### config.mk
export PLATFORM = sky130hd
export DESIGN_NAME = wrs_ctrl
export DESIGN_NICKNAME = d
export VERILOG_FILES = /design/src/rtl/core/wrs_pkg.sv /design/src/rtl/core/wrs_ctrl.sv
export SDC_FILE = /design/constraint.sdc
export NUM_CORES = 1
export LEC_CHECK = 0
export ABC_AREA = 1
export BUFFER_PORTS_ARGS = -buffer_cell sky130_fd_sc_hd__buf_2
export CORE_UTILIZATION = 30
export CTS_BUF_LIST = sky130_fd_sc_hd__clkbuf_8
export CTS_CLUSTER_SIZE = 12
export DETAILED_ROUTE_END_ITERATION = 10
export PLACE_DENSITY = 0.64
export SYNTH_ARGS = -nofsm -noshare
export SYNTH_HDL_FRONTEND = slang
export SYNTH_SLANG_ARGS = --single-unit
export TNS_END_PERCENT = 20
### constraint.sdc
create_clock -name clk_i -period 1.1 [get_ports clk_i]
set_input_delay 0.11 -clock clk_i [delete_from_list [all_inputs] [get_ports clk_i]]
set_output_delay 0.11 -clock clk_i [all_outputs]
set_load 0.01 [all_outputs]
### src/rtl/core/wrs_pkg.sv
// Shared types and codes for the weighted reward selector.
`timescale 1ns / 1ps

package wrs_pkg;

  localparam int unsigned InIndexBits = 16;
  localparam int unsigned InWeightBits = 16;
  localparam int unsigned ItemBits = 32;
  localparam int unsigned CountBits = 16;
  localparam int unsigned DrawBits = 24;
  localparam int unsigned HeldBits = 7;

  typedef enum logic [1:0] {
    OP_ADD    = 2'd0,
    OP_REMOVE = 2'd1,
    OP_PICK   = 2'd2,
    OP_CLEAR  = 2'd3
  } op_e;

  typedef enum logic [1:0] {
    ST_DONE     = 2'd0,
    ST_NO_MATCH = 2'd1,
    ST_FULL     = 2'd2,
    ST_ABSENT   = 2'd3
  } status_e;

  typedef enum logic [2:0] {
    RES_ADDED,
    RES_FULL,
    RES_FOUND,
    RES_NO_MATCH,
    RES_REMOVED,
    RES_ABSENT,
    RES_CLEARED
  } res_e;

  typedef struct packed {
    logic load;
    logic walk_start;
    logic walk;
    logic shift_start;
    logic shift;
    logic shift_end;
    logic add_write;
    logic clear;
    logic finish;
    res_e res;
  } cmd_t;

  typedef struct packed {
    op_e  op;
    logic full;
    logic neg;
    logic hit;
    logic walk_done;
    logic out_free;
  } sts_t;

endpackage

### src/rtl/core/wrs_ctrl.sv
// Controller state machine for the weighted reward selector.
`timescale 1ns / 1ps

module wrs_ctrl import wrs_pkg::*; (
  input  logic       clk_i,
  input  logic       rst_ni,
  input  logic       in_valid_i,
  input  logic [1:0] operation_i,
  output logic       in_stall_o,
  input  sts_t       sts_i,
  output cmd_t       cmd_o
);

  typedef enum logic [5:0] {
    S_IDLE  = 6'b000001,
    S_ADD   = 6'b000010,
    S_CLR   = 6'b000100,
    S_WALK  = 6'b001000,
    S_SHIFT = 6'b010000,
    S_FIN   = 6'b100000
  } state_e;

  state_e state_q, state_d;
  res_e   res_q, res_d;
  logic   accept;

  assign in_stall_o = (state_q != S_IDLE);
  assign accept     = in_valid_i && (state_q == S_IDLE);

  always_comb begin
    state_d = state_q;
    res_d   = res_q;
    cmd_o   = '0;
    cmd_o.res = res_q;
    unique case (state_q)
      S_IDLE: begin
        if (accept) begin
          cmd_o.load = 1'b1;
          unique case (op_e'(operation_i))
            OP_ADD:    state_d = S_ADD;
            OP_CLEAR:  state_d = S_CLR;
            OP_PICK,
            OP_REMOVE: begin
              cmd_o.walk_start = 1'b1;
              state_d = S_WALK;
            end
            default:   state_d = S_IDLE;
          endcase
        end
      end
      S_ADD: begin
        if (sts_i.full) begin
          res_d = RES_FULL;
        end else begin
          cmd_o.add_write = 1'b1;
          res_d = RES_ADDED;
        end
        state_d = S_FIN;
      end
      S_CLR: begin
        cmd_o.clear = 1'b1;
        res_d = RES_CLEARED;
        state_d = S_FIN;
      end
      S_WALK: begin
        priority if (sts_i.op == OP_PICK && sts_i.neg) begin
          res_d = RES_NO_MATCH;
          state_d = S_FIN;
        end else if (sts_i.hit) begin
          // hold the hit entry for a pick; start compacting for a remove
          if (sts_i.op == OP_PICK) begin
            res_d = RES_FOUND;
            state_d = S_FIN;
          end else begin
            cmd_o.shift_start = 1'b1;
            state_d = S_SHIFT;
          end
        end else if (sts_i.walk_done) begin
          res_d = (sts_i.op == OP_PICK) ? RES_NO_MATCH : RES_ABSENT;
          state_d = S_FIN;
        end else begin
          cmd_o.walk = 1'b1;
        end
      end
      S_SHIFT: begin
        if (sts_i.walk_done) begin
          cmd_o.shift_end = 1'b1;
          res_d = RES_REMOVED;
          state_d = S_FIN;
        end else begin
          cmd_o.shift = 1'b1;
        end
      end
      S_FIN: begin
        if (sts_i.out_free) begin
          cmd_o.finish = 1'b1;
          state_d = S_IDLE;
        end
      end
      default: state_d = S_IDLE;
    endcase
  end

  always_ff @(posedge clk_i or negedge rst_ni) begin
    if (!rst_ni) begin
      state_q <= S_IDLE;
      res_q   <= RES_CLEARED;
    end else begin
      state_q <= state_d;
      res_q   <= res_d;
    end
  end

endmodule

==> impl_results.md, run 1 <==
- Maximum vdd drop: 1359 uV
- CP max-delay cell: dfrtp_1
- Cell taking the most area after synthesis: dfrtp_1
- Top-count cell post-synth: nand2_1
- Synth cell count leaders: 19 x nand2_1, 16 x nor2_1, 13 x inv_1, 10 x nand3_1, 6 x dfrtp_1
- Ant. Diodes: 0
- Final hold violation count: 0
- Clock Latency Late Sink: ~0.23 ns
- Crit path DAT: 1.39 ns
- Die Height: 50.80 um
- Failing checks: negative setup slack
- Total track usage: 0.1358
- Worst setup EP type: primary output
- Wire per inst: between 9 and 10 um
- Status: finished with violations
- Post-route setup slack: -0.3993 ns
- Gate Count Post-Synth: 94
- NumNets Final: 155
- Longest Clk Path Bufs: 2
- DR iter-0 viols: 10
- Depth of the CTS H-tree: 1
- Fin cells: roughly 170
- Root buf cell: clkbuf_8
- Reg2reg setup slack: -0.26 ns
- # IOs: 25
- Reg2reg end: res_q[1]
- CTS Buf Count: 3
- Final setup violation count: 19
- Fraction of layout cells with a size suffix above 1: 0.5071
- Ys async rst share: 1.000
- Yosys reg bits: 9
- DR vias/cell: 4.411
- DRT Wirelength: 1663 um
- # rows: 17
- Post-synth EDFFs: 0
- Antenna violations before repair: 0
- CTS clock-pin slew for the worst setup and hold paths: 0.05 ns
- WP data required: 0.99 ns
- Largest stage delay, worst path: between 0.4 and 0.5 ns
- Synth Warn #: 0
- P_leak: 0.0006244 uW
- Largest net degree at the start of global routing: 10
- PwrDens: 2411 mW/mm2
- Core Region: 0.002233 mm2
- Critical path fanouts, max: 4
- Synth top area share: 0.2102
- Placed cell count: between 150 and 200
- Largest cells by area after synthesis: dfrtp_1 21%, dfstp_2 11%, nand2_1 10%, nor2_1 8.4%, nor2_4 7.9%
- Relative slew slack: 0.8569
- Initial Util: 0.3199
- R2R depth: 8
- Slew @ Worst Pin: 0.2139 ns
- Synth Flop Type: dfrtp_1
- DR top layer: met4
- Met2 routed WL: 825 um
- Vias in the first global route: 622
- Hold WC Path Type: in -> reg
- Vias: 741
- Hold slack final: 0.1031 ns
- DRC viols: 0
- Post-detail-place hpwl: 1336 um
- Area growth, synth to finish: 56.57%
- Total length of routed met3 wires: 76 um
- Sink Count: 9
- RSZ-0062 raised after global routing: true
- Global-route wire length before repair: 2580 um
- TritonCTS clock tree: yes
- Synthesized area per cell: around 7.6 um2
- CP Launch Type: flip-flop
- Sequential element share of the synthesized area: 0.3205
- Period minus WS final: between 1 and 1.5 ns
- Kind of critical path: reg -> out
- Dpl ws: -0.1918 ns
- Most common cell on crit path: buf_6
- Period utilization: 1.363
- Fmax: around 670 MHz
- First-pass DRT Iterations: 4
- Worst setup path end: cmd_o[7]
- Crit Reg-Reg Startpoint: state_q[5]
- Mapped Area: 714.4 um2
- Netlist cell types: 19
- Detail Route Antenna Nets: 0
- Post-synthesis net count: 108
- M1 WL: ~740 um
- Full die area: between 0.002 and 0.003 mm2
- I/O Buffers: 24
- CP startpoint: state_q[2]
- Final Power: 2697 uW
- Post-route clock skew: 0.003910 ns
- Die Span X: 50.80 um
- Cell Chain, Critical Path: nor2_4, buf_6, nand3_4, buf_6, nor2_1, buf_2
- Max cap viols: 0
- Total grt overflow: 0
- GPL Wtd Cong: approximately 0.75
- Slew Limit Fails: 0
through the flow:
step / cell area, um2 / TNS [ns] / utilization
2_1_floorplan: 725.7 / -0.6340 / -
3_3_place_gp: 933.4 / -1.820 / 0.4179
3_5_place_dp: 933.4 / -2.016 / 0.4179
4_1_cts: 1045 / -4.860 / 0.4678
5_1_grt: 1119 / -6.463 / 0.5008
6_report: 1119 / -5.118 / 0.5008
per-layer routing:
layer,track usage,up-vias
li1,-,384
met1,0.1761,331
met2,0.2244,23
met3,0.01818,3
met4,0.05556,0
met5,0,-
where the power goes:
part	internal (uW)	switching [uW]	leakage (uW)
combinational	872	830	0.000485
clock	243	130	0.0000269
sequential	494	128	0.000112
total	1610	1090	0.000624
worst max-delay path: cells and delay by family (launching register included):
kind	cells	cell delay, ns
flops	1	0.42
buf+inv	3	0.39
simple gates	3	0.36
cell families (layout without fill, tap and decap cells):
kind of cell	count (synthesis)	in the layout	synth area share
DFF	9	9	0.3205
adders and majority gates	2	2	0.03502
and+or+nand+nor	63	63	0.5289
buffers and inverters	15	61	0.08055
AOI/OAI and AO/OA	5	5	0.03502
sequential cells by signal, summed over array words and instances (netlist names):
signal	flops
res_q	3
state_q	6
layout make-up:
type	instances	area, um2
Timing Repair Buffer	42	294.0
Fill cell	230	1115
Clock buffer	3	41.29
Multi-Input combinational cell	70	454.2
Inverter	15	61.31
Sequential cell	9	229.0
Tap cell	28	35.03
Clock inverter	1	3.754
worst min path at each step:
stage / endpoint / start / slack (ns) / depth (start not counted)
after global routing: state_q[4] / sts_i[1] / 0.1 / 2
after CTS: state_q[4] / sts_i[1] / 0.12 / 2
after floorplan: res_q[0] / rst_ni / -0.19 / 0
final: state_q[4] / sts_i[1] / 0.10 / 2
after detailed placement: res_q[0] / rst_ni / -0.03 / 1
after global placement: res_q[0] / rst_ni / -0.04 / 1
repair_timing:
| item | 4_1_cts | 5_1_grt |
|---|---|---|
| pin swaps | 4 | 4 |
| resized for setup | 6 | 10 |
| hold endpoints to repair | 9 | 0 |
| setup buffers | 5 | 5 |
| endpoints found under the setup margin | 19 | 19 |
| hold buffers | 1 | 0 |
placed cells by master, fill, tap and decap left out, drive strengths merged:
master and instances:
nand4 2, nand2 24, nand3 14, a21oi 1
o21ai 4, dfstp 3, dfrtp 6, inv 16
buf 41, clkbuf 3, dlygate4sd3 1, ha 2
nor2 23
Note: power is estimated with default switching activity, not from simulation.
==> run 2: changes to the inputs <==
--- a/config.mk
+++ b/config.mk
@@ -11,7 +11,8 @@
 export CTS_BUF_LIST = sky130_fd_sc_hd__clkbuf_8
 export CTS_CLUSTER_SIZE = 12
 export DETAILED_ROUTE_END_ITERATION = 10
-export PLACE_DENSITY = 0.64
+export PLACE_DENSITY_LB_ADDON = 0.08
+export SKIP_LAST_GASP = 1
 export SYNTH_ARGS = -nofsm -noshare
 export SYNTH_HDL_FRONTEND = slang
 export SYNTH_SLANG_ARGS = --single-unit
==> constraint.sdc (replaced) <==
create_clock -name clk_i -period 1.6 [get_ports clk_i]
set_input_delay 0.16 -clock clk_i [delete_from_list [all_inputs] [get_ports clk_i]]
set_output_delay 0.16 -clock clk_i [all_outputs]
set_load 0.01 [all_outputs]
==> run 2 against run 1 <==
  * The run now ends clean
  * Core utilization shrank 6.6 points
  * Clock power shrank 29%
  * Flip-flop and latch count is the same
  * Die area is the same
  * Critical path depth grew 1
==> impl_results.md, run 2 (synthesis gave the netlist of run 1 again) <==
- Status: finished clean
- Critical path fanouts, max: 4
- TritonCTS clock tree: yes
- Depth of the CTS H-tree: 1
- Final setup violation count: 0
- Multi-input logic area: 427.9 um2
- Fin cells: 157
- First-pass DRT Iterations: 4
- CTS clock-pin slew for the worst setup and hold paths: 0.05 ns
- P_leak: around 0.00055 uW
- Largest regs: state_q: 6 flops, res_q: 3 flops
- Sink Count: 9
- Worst setup EP type: primary output
- DRT Wirelength: 1587 um
- Slew Limit Fails: 0
- Area growth, synth to finish: 35.90%
- Longest Clk Path Bufs: 2
- Fmax: 645.0 MHz
- CP Depth: 7
- CP Buf/Inv Count: 4
- Worst hold path depth: 2
- Vias: approximately 700
- DR vias/cell: 4.408
- I/O Buffers: 24
- Net Sw Frac: 0.4302
- Cell area after layout: about 970 um2
- Hold slack final: 0.1559 ns
- Post-detail-place hpwl: 1255 um
- Storage cell area: 230.2 um2
- Total track usage: 0.1457
- Wire per inst: approximately 10 um
- DR iter-0 viols: 8
- Detail Route Antenna Nets: 0
- Fraction of layout cells with a size suffix above 1: 0.4341
- Kind of critical path: reg -> out
- Period minus WS final: approximately 1.6 ns
- Clock Power Share: 0.175
- Full die area: roughly 0.0026 mm2
- R2R depth: 9
- RSZ-0062 raised after global routing: true
- Switch Pwr: 645.7 uW
- Most frequent cells in the layout: 24 x buf_2, 19 x nand2_1, 16 x nor2_1
- Total grt overflow: 0
- Period utilization: 0.9690
- Placed cell count: between 100 and 150
- NumNets Final: roughly 140
- Relative slew slack: 0.8454
- Max cap viols: 0
- Ant. Diodes: 0
- Maximum vdd drop: 726.8 uV
- Sequential power share: 0.282
- Antenna violations before repair: 0
- Comb power frac: 0.543
- PwrDens: 1546 mW/mm2
- Delay-heaviest family, CP: flip-flops
- # rows: 17
- Largest register FFs: 6
- GPL Wtd Cong: 0.7689
- Final hold violation count: 0
- Largest stage delay, worst path: approximately 0.43 ns
- # IOs: 25
- Initial Util: 0.3199
- Setup_tns: 0 ns
- Placed Instance Area: slightly below 900 um2
- CP Launch Type: flip-flop
- Die Height: 50.80 um
- P_int: 855.2 uW
- Clock Latency Late Sink: 0.24 ns
- Commonest non-fill, non-tap cell in the layout: buf_2
- Hold WC Path Type: in -> reg
- Largest net degree at the start of global routing: 10
- Core Region: 0.002233 mm2
- CTS Buf Count: 3
- Global-route wire length before repair: 2746 um
- CP max-delay cell: dfrtp_2
- Slew @ Worst Pin: 0.2310 ns
- Root buf cell: clkbuf_8
- WP data required: 1.44 ns
- Cell Chain, Critical Path: nor2_4, buf_4, nand3_4, inv_2, nand2_1, inv_1, buf_2
- Vias in the first global route: 641
- Filler instances: 254
- Crit path DAT: 1.39 ns
- DRC viols: 0
- Largest Register: state_q
- Die Span X: between 50 and 60 um
- Post-route clock skew: 0.005755 ns
-- run 2: what timing repair did --
action,CTS,global route
gates resized for setup,0,1
buffers inserted,2,4
endpoints found under the hold margin,6,0
pin swaps,2,2
endpoints found under the setup margin,1,2
hold buffers,1,0
-- run 2: final cells by class --
class	instances	share of cell area
clock buffer	3	0.04253
inverter	15	0.05928
multi-input combinational	70	0.4407
clock inverter	1	0.003866
sequential	9	0.2371
timing repair buffer	31	0.1804
tap	28	0.03608
-- run 2: power by group through the flow --
stage / clock network [uW] / logic [uW] / registers (uW)
3_3_place_gp: 0 / 702 / 423
5_1_grt: 275 / 917 / 437
6_report: 263 / 815 / 423
2_1_floorplan: 0 / 510 / 437
4_1_cts: 268 / 742 / 426
3_5_place_dp: 0 / 701 / 428
-- run 2: routing by layer --
metal | routed length (um) | vias up | global-route usage | part of all wire
met1 | 731 | 308 | 0.1920 | 0.46
met4 | 21 | 0 | 0.06944 | 0.013
met3 | 76 | 4 | 0.03939 | 0.048
met5 | 0 | - | 0 | 0
li1 | - | 363 | - | -
met2 | 758 | 17 | 0.2178 | 0.48
-- run 2: path summary, 6_finish.rpt --
check | from | to | slack [ns]
min in group asynchronous | rst_ni | state_q[4] | 0.30
max in group asynchronous | rst_ni | state_q[0] | 1.05
max | state_q[5] | cmd_o[8] | 0.05
max reg2reg | state_q[5] | res_q[0] | 0.27
min | sts_i[1] | state_q[4] | 0.16
min reg2reg | res_q[1] | res_q[1] | 0.48
-- run 2: through the flow --
step	total power, uW	setup WS [ns]	util
final	1501	0.04952	0.4347
after global routing	1629	-0.02160	0.4347
after CTS	1437	0.001225	0.4207
after detailed placement	1130	0.2092	0.3894
after global placement	1126	0.2488	0.3894
after floorplan	947.1	0.2748	-
